===== config.mk =====
export PLATFORM = sky130hd
export DESIGN_NAME = breakpoint_address_table_unit
export DESIGN_NICKNAME = d
export VERILOG_FILES = /design/src/hw/rtl/bat_pkg.sv /design/src/hw/rtl/bat_cell.sv /design/src/hw/rtl/breakpoint_address_table_unit.sv
export SDC_FILE = /design/constraint.sdc
export NUM_CORES = 2
export LEC_CHECK = 0
export BUFFER_PORTS_ARGS = -buffer_cell sky130_fd_sc_hd__buf_2
export CAP_MARGIN = 30
export CORE_UTILIZATION = 55
export CTS_CLUSTER_DIAMETER = 200
export DETAILED_ROUTE_END_ITERATION = 10
export PLACE_DENSITY = 0.73
export REMOVE_ABC_BUFFERS = 1
export SYNTH_ARGS = -nofsm -noshare
export SYNTH_HDL_FRONTEND = slang
export SYNTH_SLANG_ARGS = --single-unit

===== constraint.sdc =====
create_clock -name clk -period 3.7 [get_ports clk]
set_input_delay 0.74 -clock clk [delete_from_list [all_inputs] [get_ports clk]]
set_output_delay 0.74 -clock clk [all_outputs]
set_load 0.03 [all_outputs]

===== src/hw/rtl/bat_pkg.sv =====
// shared types and constants for the breakpoint address table
`timescale 1ns / 1ps
package bat_pkg;

  localparam int ENTRIES_DEFAULT = 16;
  localparam int MAX_ENTRIES     = 256;
  localparam int LIST_COUNT      = 3;
  localparam int ADDR_W          = 32;
  localparam int IDX_OUT_W       = 4;
  localparam int LIST_W          = 2;
  localparam int OP_W            = 2;
  localparam int CNT_W           = $clog2(MAX_ENTRIES + 1);
  localparam int IN_DATA_W       = 40;
  localparam int OUT_DATA_W      = 8;

  typedef logic [LIST_W-1:0] list_sel_t;

  localparam list_sel_t LIST_READ  = 2'd0;
  localparam list_sel_t LIST_WRITE = 2'd1;
  localparam list_sel_t LIST_EXEC  = 2'd2;

  typedef enum logic [OP_W-1:0] {
    OP_ADD    = 2'd0,
    OP_REMOVE = 2'd1,
    OP_LOOKUP = 2'd2,
    OP_CLEAR  = 2'd3
  } op_t;

  typedef enum logic [1:0] {
    ST_IDLE,
    ST_CMP,
    ST_SCAN,
    ST_DONE
  } state_t;

  typedef struct packed {
    list_sel_t         list;
    logic              add_en;
    logic              shift_en;
    logic [ADDR_W-1:0] addr;
    logic [CNT_W-1:0]  count;
    logic [CNT_W-1:0]  pos;
  } cell_ctrl_t;

endpackage


===== src/hw/rtl/bat_cell.sv =====
// one table position: holds entry IDX of each list, compares and shifts
`timescale 1ns / 1ps
module bat_cell #(
  parameter int IDX = 0
) (
  input  logic                      clk,
  input  bat_pkg::cell_ctrl_t       ctrl,
  input  logic [bat_pkg::ADDR_W-1:0] nb_in,
  output logic [bat_pkg::ADDR_W-1:0] sel_out,
  output logic                      match
);
  import bat_pkg::*;

  logic [ADDR_W-1:0] entry [LIST_COUNT];
  logic              occupied;

  always_comb begin
    case (ctrl.list)
      LIST_READ:  sel_out = entry[0];
      LIST_WRITE: sel_out = entry[1];
      LIST_EXEC:  sel_out = entry[2];
      default:    sel_out = '0;
    endcase
  end

  assign occupied = CNT_W'(IDX) < ctrl.count;
  assign match    = occupied && (sel_out == ctrl.addr);

  // append lands at the position equal to the count; remove pulls from the right neighbor
  always_ff @(posedge clk) begin
    if (ctrl.add_en && (CNT_W'(IDX) == ctrl.count)) begin
      entry[ctrl.list] <= ctrl.addr;
    end else if (ctrl.shift_en && (CNT_W'(IDX) >= ctrl.pos)) begin
      entry[ctrl.list] <= nb_in;
    end
  end

endmodule


===== src/hw/rtl/breakpoint_address_table_unit.sv =====
// Breakpoint address table: three ordered address lists held in a row of cells.
// Each cell holds one position of all three lists and compares it against the
// beat's address in parallel; removal shifts later entries down one cell. One
// beat is worked on at a time and gives one result beat. Add, clear and beats
// naming list 3 go from acceptance straight to the done state; lookup and
// remove first register the match vector, then scan it eight cells per cycle
// (all cells when fewer than eight) for the first hit, ending early once
// found. A new beat is taken as soon as the result is in the output register,
// even if that result is still waiting. The result field match_index carries
// the low 4 bits of the first match position.
`timescale 1ns / 1ps
module breakpoint_address_table_unit #(
  parameter int ENTRIES_PER_LIST = bat_pkg::ENTRIES_DEFAULT
) (
  input  logic                         clk,
  input  logic                         rst,
  input  logic                         s_tvalid,
  output logic                         s_tready,
  // opcode[1:0], list_kind[3:2], bp_address[35:4], zero fill
  input  logic [bat_pkg::IN_DATA_W-1:0] s_tdata,
  output logic                         m_tvalid,
  input  logic                         m_tready,
  // hit[0], match_index[4:1], full_res[5], zero fill
  output logic [bat_pkg::OUT_DATA_W-1:0] m_tdata
);
  import bat_pkg::*;

  localparam int N   = ENTRIES_PER_LIST;
  localparam int CW  = $clog2(N + 1);
  localparam int PW  = (N > 1) ? $clog2(N) : 1;
  localparam int GW  = (N < 8) ? N : 8;
  localparam int NG  = (N + GW - 1) / GW;
  localparam int GIW = (NG > 1) ? $clog2(NG) : 1;
  localparam int LW  = (GW > 1) ? $clog2(GW) : 1;

  state_t state, state_next;

  op_t               op;
  list_sel_t         list;
  logic [ADDR_W-1:0] addr;
  logic [CW-1:0]     cnt [LIST_COUNT];
  logic [CW-1:0]     cnt_sel;
  logic              list_ok;

  logic [N-1:0]      match_vec;
  logic [N-1:0]      match_q;
  logic [NG*GW-1:0]  match_pad;
  logic [GW-1:0]     grp_bits;
  logic [GIW-1:0]    grp;
  logic [LW-1:0]     low;
  logic              any;
  logic              found;
  logic [PW-1:0]     pos;

  logic              accept;
  logic              commit;
  logic              r_hit;
  logic              r_full;
  logic              add_ok;

  logic [ADDR_W-1:0] sel_bus [N];
  cell_ctrl_t        ctrl;

  assign accept  = s_tvalid && s_tready;
  assign list_ok = list <= LIST_EXEC;

  always_comb begin
    case (list)
      LIST_READ:  cnt_sel = cnt[0];
      LIST_WRITE: cnt_sel = cnt[1];
      LIST_EXEC:  cnt_sel = cnt[2];
      default:    cnt_sel = '0;
    endcase
  end

  assign add_ok = cnt_sel < CW'(N);
  assign r_full = list_ok && (op == OP_ADD) && !add_ok;
  assign r_hit  = found;

  always_comb begin
    ctrl          = '0;
    ctrl.list     = list;
    ctrl.addr     = addr;
    ctrl.count    = CNT_W'(cnt_sel);
    ctrl.pos      = CNT_W'(pos);
    ctrl.add_en   = commit && list_ok && (op == OP_ADD) && add_ok;
    ctrl.shift_en = commit && (op == OP_REMOVE) && found;
  end

  for (genvar i = 0; i < N; i++) begin : g_cell
    logic [ADDR_W-1:0] nb;
    if (i == N - 1) begin : g_tail
      assign nb = '0;
    end else begin : g_link
      assign nb = sel_bus[i+1];
    end
    bat_cell #(.IDX(i)) u_cell (
      .clk     (clk),
      .ctrl    (ctrl),
      .nb_in   (nb),
      .sel_out (sel_bus[i]),
      .match   (match_vec[i])
    );
  end

  // scan one group of the registered match vector per cycle
  assign match_pad = (NG*GW)'(match_q);
  assign grp_bits  = match_pad[grp*GW +: GW];
  assign any       = |grp_bits;

  always_comb begin
    low = '0;
    for (int j = GW - 1; j >= 0; j--) begin
      if (grp_bits[j]) begin
        low = LW'(j);
      end
    end
  end

  always_comb begin
    state_next = state;
    s_tready   = 1'b0;
    commit     = 1'b0;
    unique case (state)
      ST_IDLE: begin
        s_tready = 1'b1;
        if (s_tvalid) begin
          if ((s_tdata[1:0] == OP_REMOVE || s_tdata[1:0] == OP_LOOKUP)
              && (s_tdata[3:2] <= LIST_EXEC)) begin
            state_next = ST_CMP;
          end else begin
            state_next = ST_DONE;
          end
        end
      end
      ST_CMP: state_next = ST_SCAN;
      ST_SCAN: begin
        if (any || (grp == GIW'(NG - 1))) begin
          state_next = ST_DONE;
        end
      end
      ST_DONE: begin
        if (!m_tvalid || m_tready) begin
          commit     = 1'b1;
          state_next = ST_IDLE;
        end
      end
      default: state_next = ST_IDLE;
    endcase
  end

  always_ff @(posedge clk) begin
    if (rst) begin
      state <= ST_IDLE;
    end else begin
      state <= state_next;
    end
  end

  always_ff @(posedge clk) begin
    if (accept) begin
      op   <= op_t'(s_tdata[1:0]);
      list <= s_tdata[3:2];
      addr <= s_tdata[35:4];
    end
    if (state == ST_CMP) begin
      match_q <= match_vec;
    end
    if (state == ST_SCAN && any) begin
      pos <= PW'(int'(grp) * GW + int'(low));
    end else if (accept) begin
      pos <= '0;
    end
    if (commit) begin
      m_tdata <= OUT_DATA_W'({r_full, IDX_OUT_W'(found ? pos : '0), r_hit});
    end
  end

  always_ff @(posedge clk) begin
    if (rst) begin
      found    <= 1'b0;
      grp      <= '0;
      m_tvalid <= 1'b0;
      for (int k = 0; k < LIST_COUNT; k++) begin
        cnt[k] <= '0;
      end
    end else begin
      if (accept) begin
        found <= 1'b0;
        grp   <= '0;
      end else if (state == ST_SCAN) begin
        if (any) begin
          found <= 1'b1;
        end else if (grp != GIW'(NG - 1)) begin
          grp <= grp + 1'b1;
        end
      end
      if (commit) begin
        m_tvalid <= 1'b1;
      end else if (m_tready) begin
        m_tvalid <= 1'b0;
      end
      if (commit && list_ok) begin
        case (op)
          OP_ADD:    if (add_ok) cnt[list] <= cnt_sel + 1'b1;
          OP_REMOVE: if (found) cnt[list] <= cnt_sel - 1'b1;
          OP_CLEAR:  cnt[list] <= '0;
          default:   ;
        endcase
      end
    end
  end

  a_cnt_bound: assert property (@(posedge clk) disable iff (rst)
    (cnt[0] <= CW'(N)) && (cnt[1] <= CW'(N)) && (cnt[2] <= CW'(N)))
    else $error("list count above capacity");

  a_hit_full_excl: assert property (@(posedge clk) disable iff (rst)
    m_tvalid |-> !(m_tdata[0] && m_tdata[5]))
    else $error("result with both hit and full");

  a_shift_in_range: assert property (@(posedge clk) disable iff (rst)
    ctrl.shift_en |-> (CW'(pos) < cnt_sel))
    else $error("remove position past list end");

  a_found_only_search: assert property (@(posedge clk) disable iff (rst)
    (state == ST_DONE && found) |-> (op == OP_REMOVE || op == OP_LOOKUP))
    else $error("hit recorded for an add or clear");

endmodule

Word level (Yosys, flattened, before mapping)
Memories as Yosys holds them, arrays and structs flattened. Index checks and enable logic that the tools add are counted.

Bits in writable memories: 1551. Flip-flop bits (word level): 67. Output and inout bits: 10. Input bits: 44. Memories: 17.

Equality and inequality tests: 43. Reductions and logical operators: 75. Bitwise gates (word level): 19. Add/subtract/negate cells: 4. Order comparisons: 35. Shift-type cells: 1. Multiplexer cells: 155.

Memory list: g_cell[0].u_cell.entry (depth 3, width 32, read ports 3, clocked after Yosys merged registers in 0, wr ports 1, RTL line bat_cell.sv:14) `logic [ADDR_W-1:0] entry [LIST_COUNT];`; g_cell[10].u_cell.entry (depth 3, width 32, read ports 3, clocked after Yosys merged registers in 0, wr ports 1, RTL line bat_cell.sv:14); g_cell[11].u_cell.entry (depth 3, width 32, read ports 3, clocked after Yosys merged registers in 0, wr ports 1, RTL line bat_cell.sv:14); g_cell[12].u_cell.entry (depth 3, width 32, read ports 3, clocked after Yosys merged registers in 0, wr ports 1, RTL line bat_cell.sv:14); g_cell[13].u_cell.entry (depth 3, width 32, read ports 3, clocked after Yosys merged registers in 0, wr ports 1, RTL line bat_cell.sv:14); g_cell[14].u_cell.entry (depth 3, width 32, read ports 3, clocked after Yosys merged registers in 0, wr ports 1, RTL line bat_cell.sv:14); +11 memories.

Operator list (count): case mux 32 bit (3 select lines) (16); equality test 32 bit (16); two-way mux 32 bit (16); two-way mux 1 bit (103); logical AND 1 bit (58); equality test 4 x 5 -> 1 bit, first input constant (8); less-than comparator 4 x 5 -> 1 bit, first input constant (8); greater-or-equal comparator 4 bit, first input constant (8); two-way mux 3 bit (8); equality test 3 x 5 -> 1 bit, first input constant (4); less-than comparator 3 x 5 -> 1 bit, first input constant (4); bitwise OR 1 bit (18); greater-or-equal comparator 3 x 4 -> 1 bit, first input constant (4); indexed part select 16 x 5 -> 8 bit (1); two-way mux 5 bit (3); case mux 5 bit (3 select lines) (1); equality test 2 bit, second input constant (5); equality test 2 x 5 -> 1 bit, first input constant (2); less-than comparator 1 x 5 -> 1 bit, first input constant (2); less-than comparator 2 x 5 -> 1 bit, first input constant (2); two-way mux 2 bit (5); logical NOT 9 bit (1); equality test 2 x 1 -> 1 bit, second input constant (4); greater-or-equal comparator 1 x 4 -> 1 bit, first input constant (2); other kinds (21) (33).

Longest topological paths before layout
Word-level depth: 12. Mapped depth: 10. Gate-level depth less buffers: 8.

Hierarchy
From an unflattened synthesis, not the netlist that was laid out.

Cell total of the unflattened synthesis: 4902. Area, all modules: 76742.4 um^2.

By module, submodules not included: bat_cell (g_cell[12].u_cell) (instances 1, seq. area each 2882.8 um^2, cells each 289, area each 4698.3 um^2); bat_cell (g_cell[15].u_cell) (instances 1, seq. area each 2882.8 um^2, cells each 299, area each 4695.8 um^2); bat_cell (g_cell[3].u_cell) (instances 1, seq. area each 2882.8 um^2, cells each 298, area each 4668.2 um^2); bat_cell (g_cell[5].u_cell) (instances 1, seq. area each 2882.8 um^2, cells each 304, area each 4665.7 um^2); bat_cell (g_cell[14].u_cell) (instances 1, seq. area each 2882.8 um^2, cells each 287, area each 4664.5 um^2); bat_cell (g_cell[7].u_cell) (instances 1, seq. area each 2882.8 um^2, cells each 298, area each 4664.5 um^2); bat_cell (g_cell[8].u_cell) (instances 1, seq. area each 2882.8 um^2, cells each 289, area each 4603.2 um^2); bat_cell (g_cell[10].u_cell) (instances 1, seq. area each 2882.8 um^2, cells each 285, area each 4596.9 um^2); bat_cell (g_cell[4].u_cell) (instances 1, seq. area each 2882.8 um^2, cells each 288, area each 4553.1 um^2); bat_cell (g_cell[13].u_cell) (instances 1, seq. area each 2882.8 um^2, cells each 290, area each 4550.6 um^2); bat_cell (g_cell[11].u_cell) (instances 1, seq. area each 2882.8 um^2, cells each 289, area each 4541.9 um^2); bat_cell (g_cell[1].u_cell) (instances 1, seq. area each 2882.8 um^2, cells each 297, area each 4535.6 um^2); bat_cell (g_cell[2].u_cell) (instances 1, seq. area each 2882.8 um^2, cells each 306, area each 4524.3 um^2); bat_cell (g_cell[9].u_cell) (instances 1, seq. area each 2882.8 um^2, cells each 287, area each 4508.1 um^2); 3 more rows.

Worst setup path before layout
No wires, ideal clock.

Path type: in2reg. Start point: input port m_tready. End point: memory g_cell[2].u_cell.entry[0][0] (enable). Arrival time: 3.400 ns. Stages on the path: 8. Slack: -0.121 ns. Buffers on the path: 2. Library setup time: 0.421 ns. Cells stage by stage: nand2b_1 nand3_1 or3_1 clkbuf_1 a21oi_4 buf_2 a31oi_1 nor2_1.

Longest elaborated chain between the ends: 10.

Ends and longest elaborated chain: from (decl) (RTL line breakpoint_address_table_unit.sv:22) `input logic m_tready,`; logical OR 1 bit * (RTL line breakpoint_address_table_unit.sv:143) `if (!m_tvalid || m_tready) begin`; two-way mux 1 bit * (RTL line breakpoint_address_table_unit.sv:143); two-way mux 1 bit * (RTL line breakpoint_address_table_unit.sv:124) `unique case (state)`; logical AND 1 bit, on equally long branches (2 in a row) (RTL line breakpoint_address_table_unit.sv:87, breakpoint_address_table_unit.sv:86); logical AND 1 bit, on equally long branches (RTL line bat_cell.sv:33, breakpoint_address_table_unit.sv:86); two-way mux 1 bit / logical AND 1 bit (equally long branches) (RTL line bat_cell.sv:33, bat_cell.sv:31); two-way mux 1 bit (RTL line bat_cell.sv:31) `if (ctrl.add_en && (CNT_W'(IDX) == ctrl.count)) begin`; two-way mux 1 bit, on equally long branches (RTL line bat_cell.sv:34, bat_cell.sv:32); bitwise OR 1 bit (no line) *; to (decl) (RTL line bat_cell.sv:14).

Every way passes the cells marked *; elsewhere a longest branch is shown, timed or not.

Worst setup path in the final report
Start point: register list[1]. End point: register match_q[10], in the netlist match_pad[10] (data pin).

Longest elaborated chain between the ends: 4.

Ends and longest elaborated chain: from (decl) (RTL line breakpoint_address_table_unit.sv:39) `list_sel_t list;`; from (signal assigned) (RTL line breakpoint_address_table_unit.sv:163) `list <= s_tdata[3:2];`; equality test 2 bit (tied with other cells) (RTL line bat_cell.sv:18, breakpoint_address_table_unit.sv:68); case mux 5 bit (3 select lines) / case mux 32 bit (3 select lines) (equally long branches) (RTL line breakpoint_address_table_unit.sv:68, bat_cell.sv:18); less-than comparator 4 x 5 -> 1 bit / equality test 32 bit (equally long branches) (RTL line bat_cell.sv:26, bat_cell.sv:27); logical AND 1 bit * (RTL line bat_cell.sv:27) `assign match = occupied && (sel_out == ctrl.addr);`; net g_cell[10].u_cell.match (RTL line bat_cell.sv:10) `output logic match`; to (signal assigned) (RTL line breakpoint_address_table_unit.sv:167) `match_q <= match_vec;`; to (decl) (RTL line breakpoint_address_table_unit.sv:46) `logic [N-1:0] match_q;`.

The timed path passes the listed nets; every way through them passes the cells marked *. A chain may end at the register's enable or synchronous reset.

==> metrics.txt <==
layout net count 4888; Final Hold Viols 0; CP required 4.16 ns; Port-buffer cells 47; Synth top area share 66.1%; placed cells 6425; post-CTS sizing 0; Tot GR Track Use 28.5%; antenna-violating nets left 0; fraction of layout cells with a size suffix above 1 19.6%; Placer Congestion 0.928; per-cell routed wire length 29.0 um; initial antenna violation count 13; clk slew on worst S/H paths 0.06 ns; Compound-Gate Fraction of Synth Area 6.52%; clock root cell clkbuf_16; fin. max-slew vios 0; Worst Tran Pin Value 1.06 ns; Final Setup Violations 0; die width 367 um; Yosys reg bits about 1600; Worst-Skew Late Latency 0.80 ns; Slew HR 29.5%; first-pass GRT wire length 279 mm; DR pass1 iterations 6; ys async rst share 0%; max_cap viols 0; simple-gate area share of the yosys netlist 4.77%; Max Clk Rate 276 MHz; EDFF count, synth 1613; Core Region 132000 um2; sequential fraction of the synthesis area around two thirds; TritonCTS Buffers 163; Hold Crit Class primary input to flop; top_reg_cell synth edfxtp_1; cell taking the most area after synthesis edfxtp_1; Final period util 97.8%; Synth Area in XOR/XNOR 6.12%; Startpoint Class flop; Core Rows 133; synth top area cells edfxtp_1 (66%), mux2i_1 (7.1%), mux2_2 (6.3%); setup total negative slack 0 ns; Longest Clk Path Bufs 3; gr ovfl total 0; Initial DRC Count 5068; outcome complete, no violations; Area Growth Syn to Fin 11.6%; CP Data Arrival Time 4.08 ns; Starting Density a little under three fifths; clk_skew 0.0256 ns; worst-path maximum fanout 56; Final min period 3.62 ns; Post-CTS Hold Fix Bufs 0; main combinational cell family by area after synthesis multiplexers; CTS tree done; worst vdd ir roughly 0.54 mV; fill count 9474; pin count of the biggest net entering global routing between 100 and 150; Post-CTS Setup Bufs 0; P per Cell Area about 590 nW/um2; Mapped Cells approximately 4800; Final Hold Slack 0.120 ns; clock sink total 1618; H-tree depth 4; Distinct cells, synth 67; vias in the first global route just over 40000; area of the multi-input gates between 20000 and 25000 um2; CP Class flop to flop; post-synthesis cell area 73200 um2; Synth Area in Adders 0.154%; YS warnings 0; vias per cell 6.29; post-synthesis mux area share 13.4%; synthesized area per cell 15.3 um2; P_leak 27.6 nW; I/O pin total 54; HPWL after DPL 124 mm; via count ~42000; Seq. cell area between 40000 and 50000 um2; die height between 300 and 400 um; full die area ~130000 um2; Final Non-Filler Cells between 6000 and 7000; drc violations 0; setup repair after global routing missed its margin false; routed wire length about 200 mm; crit path capture type flop
flip-flops by register name (all words and copies together) (netlist names), 2 cells and up:
register and cells:
addr 32, cnt 15, g_cell.u_cell.entry 1536, list 2, m_tdata 6, match_pad 16
op 2, pos 4, state 2
Yosys cell counts (all sizes together) (11+ instances only):
| library cell | instances |
|---|---|
| edfxtp | 1613 |
| and2 | 38 |
| mux2 | 409 |
| inv | 21 |
| clkbuf | 142 |
| nor4 | 110 |
| nand2 | 48 |
| mux2i | 518 |
| xnor2 | 34 |
| o21ai | 163 |
| xor2 | 478 |
| a31oi | 44 |
| a21oi | 94 |
| nor3 | 26 |
| nor2 | 212 |
| nand3b | 120 |
| nand3 | 29 |
| nand2b | 11 |
| o2bb2ai | 325 |
| buf | 251 |
| nand4 | 33 |
final cells by class:
cell class,instances,area share [%]
Inverter,22,0.101
Tap cell,1755,2.69
Timing Repair Buffer,270,3.60
Sequential cell,1618,59.4
Clock inverter,88,0.859
Multi-Input combinational cell,2760,28.1
Clock buffer,201,5.25
Antenna cell,1,0.00306
metrics by stage:
| stage | utilization, % | total power (W) | worst slack [ns] | cell area [um2] |
|---|---|---|---|---|
| 2_1_floorplan | - | 0.0290 | -22.57 | 71300 |
| 3_3_place_gp | 58.0 | 0.0327 | 0.0524 | 76400 |
| 3_5_place_dp | 58.2 | 0.0329 | 0.210 | 76700 |
| 4_1_cts | 62.0 | 0.0484 | 0.149 | 81700 |
| 5_1_grt | 62.0 | 0.0497 | 0.0170 | 81700 |
| 6_report | 62.0 | 0.0484 | 0.0823 | 81700 |
power by group:
part / total, W / switching, W / internal [W]
clock: 0.0157 / 0.00677 / 0.00889
combinational: 0.0111 / 0.00734 / 0.00374
sequential: 0.0217 / 0.000405 / 0.0213
total: 0.0484 / 0.0145 / 0.0339
cells in the final DEF, fill, tap and decap left out, drive strengths merged, types with 3 or more instances in the layout:
| cell | instances |
|---|---|
| a2bb2oi | 3 |
| o22ai | 8 |
| nor3b | 5 |
| nand3b | 120 |
| xor2 | 478 |
| mux2i | 518 |
| nand2b | 11 |
| and3 | 3 |
| and2 | 38 |
| or2 | 3 |
| edfxtp | 1613 |
| clkinv | 68 |
| clkinvlp | 7 |
| a211oi | 3 |
| ha | 9 |
| xnor2 | 34 |
| a31oi | 44 |
| a211o | 3 |
| mux2 | 409 |
| o2111ai | 4 |
| a21oi | 94 |
| nor4 | 110 |
| inv | 25 |
| nand2 | 48 |
| o21ai | 163 |
| dfxtp | 5 |
| nand4 | 33 |
| o2bb2ai | 325 |
| clkbuf | 201 |
| nand3 | 29 |
| bufinv | 10 |
| buf | 270 |
| nor2 | 212 |
| nor3 | 26 |
layer usage:
| layer | vias to the layer above | global-route usage (%) | part of all wire, % |
|---|---|---|---|
| li1 | 18500 | - | - |
| met1 | 21300 | 37.7 | 38 |
| met2 | 1973 | 47.3 | 49 |
| met3 | 408 | 4.97 | 8.6 |
| met4 | 12 | 10.9 | 3.9 |
| met5 | - | 0 | 0.044 |
critical path, cell delays in order, from the launching register on:
cell and delay, ns:
edfxtp_1 0.42, buf_12 0.23, buf_12 0.36, inv_2 0.34, buf_12 0.28, a31oi_1 0.42, xor2_1 0.23, nand4_1 0.15
nor4_1 0.76
logic make-up after synthesis:
| group | count (synthesis) |
|---|---|
| other | 1 |
| buffers and inverters | 415 |
| muxes | 927 |
| AOI/OAI and AO/OA | 664 |
| adders and majority gates | 9 |
| DFF | 1618 |
| xor gates and xnor gates | 512 |
| and+or+nand+nor | 646 |
path summary, 6_finish.rpt:
check	slack (ns)	endpoint	from	depth (start not counted)
worst max-delay path	0.08	match_pad[10]	list[1]	8
worst min-delay path	0.12	addr[18]	s_tdata[22]	1
worst max register to register	0.08	match_pad[10]	list[1]	8
worst min register to register	0.52	state[1]	state[1]	2
No activity file was read; power rests on OpenSTA's default activity.
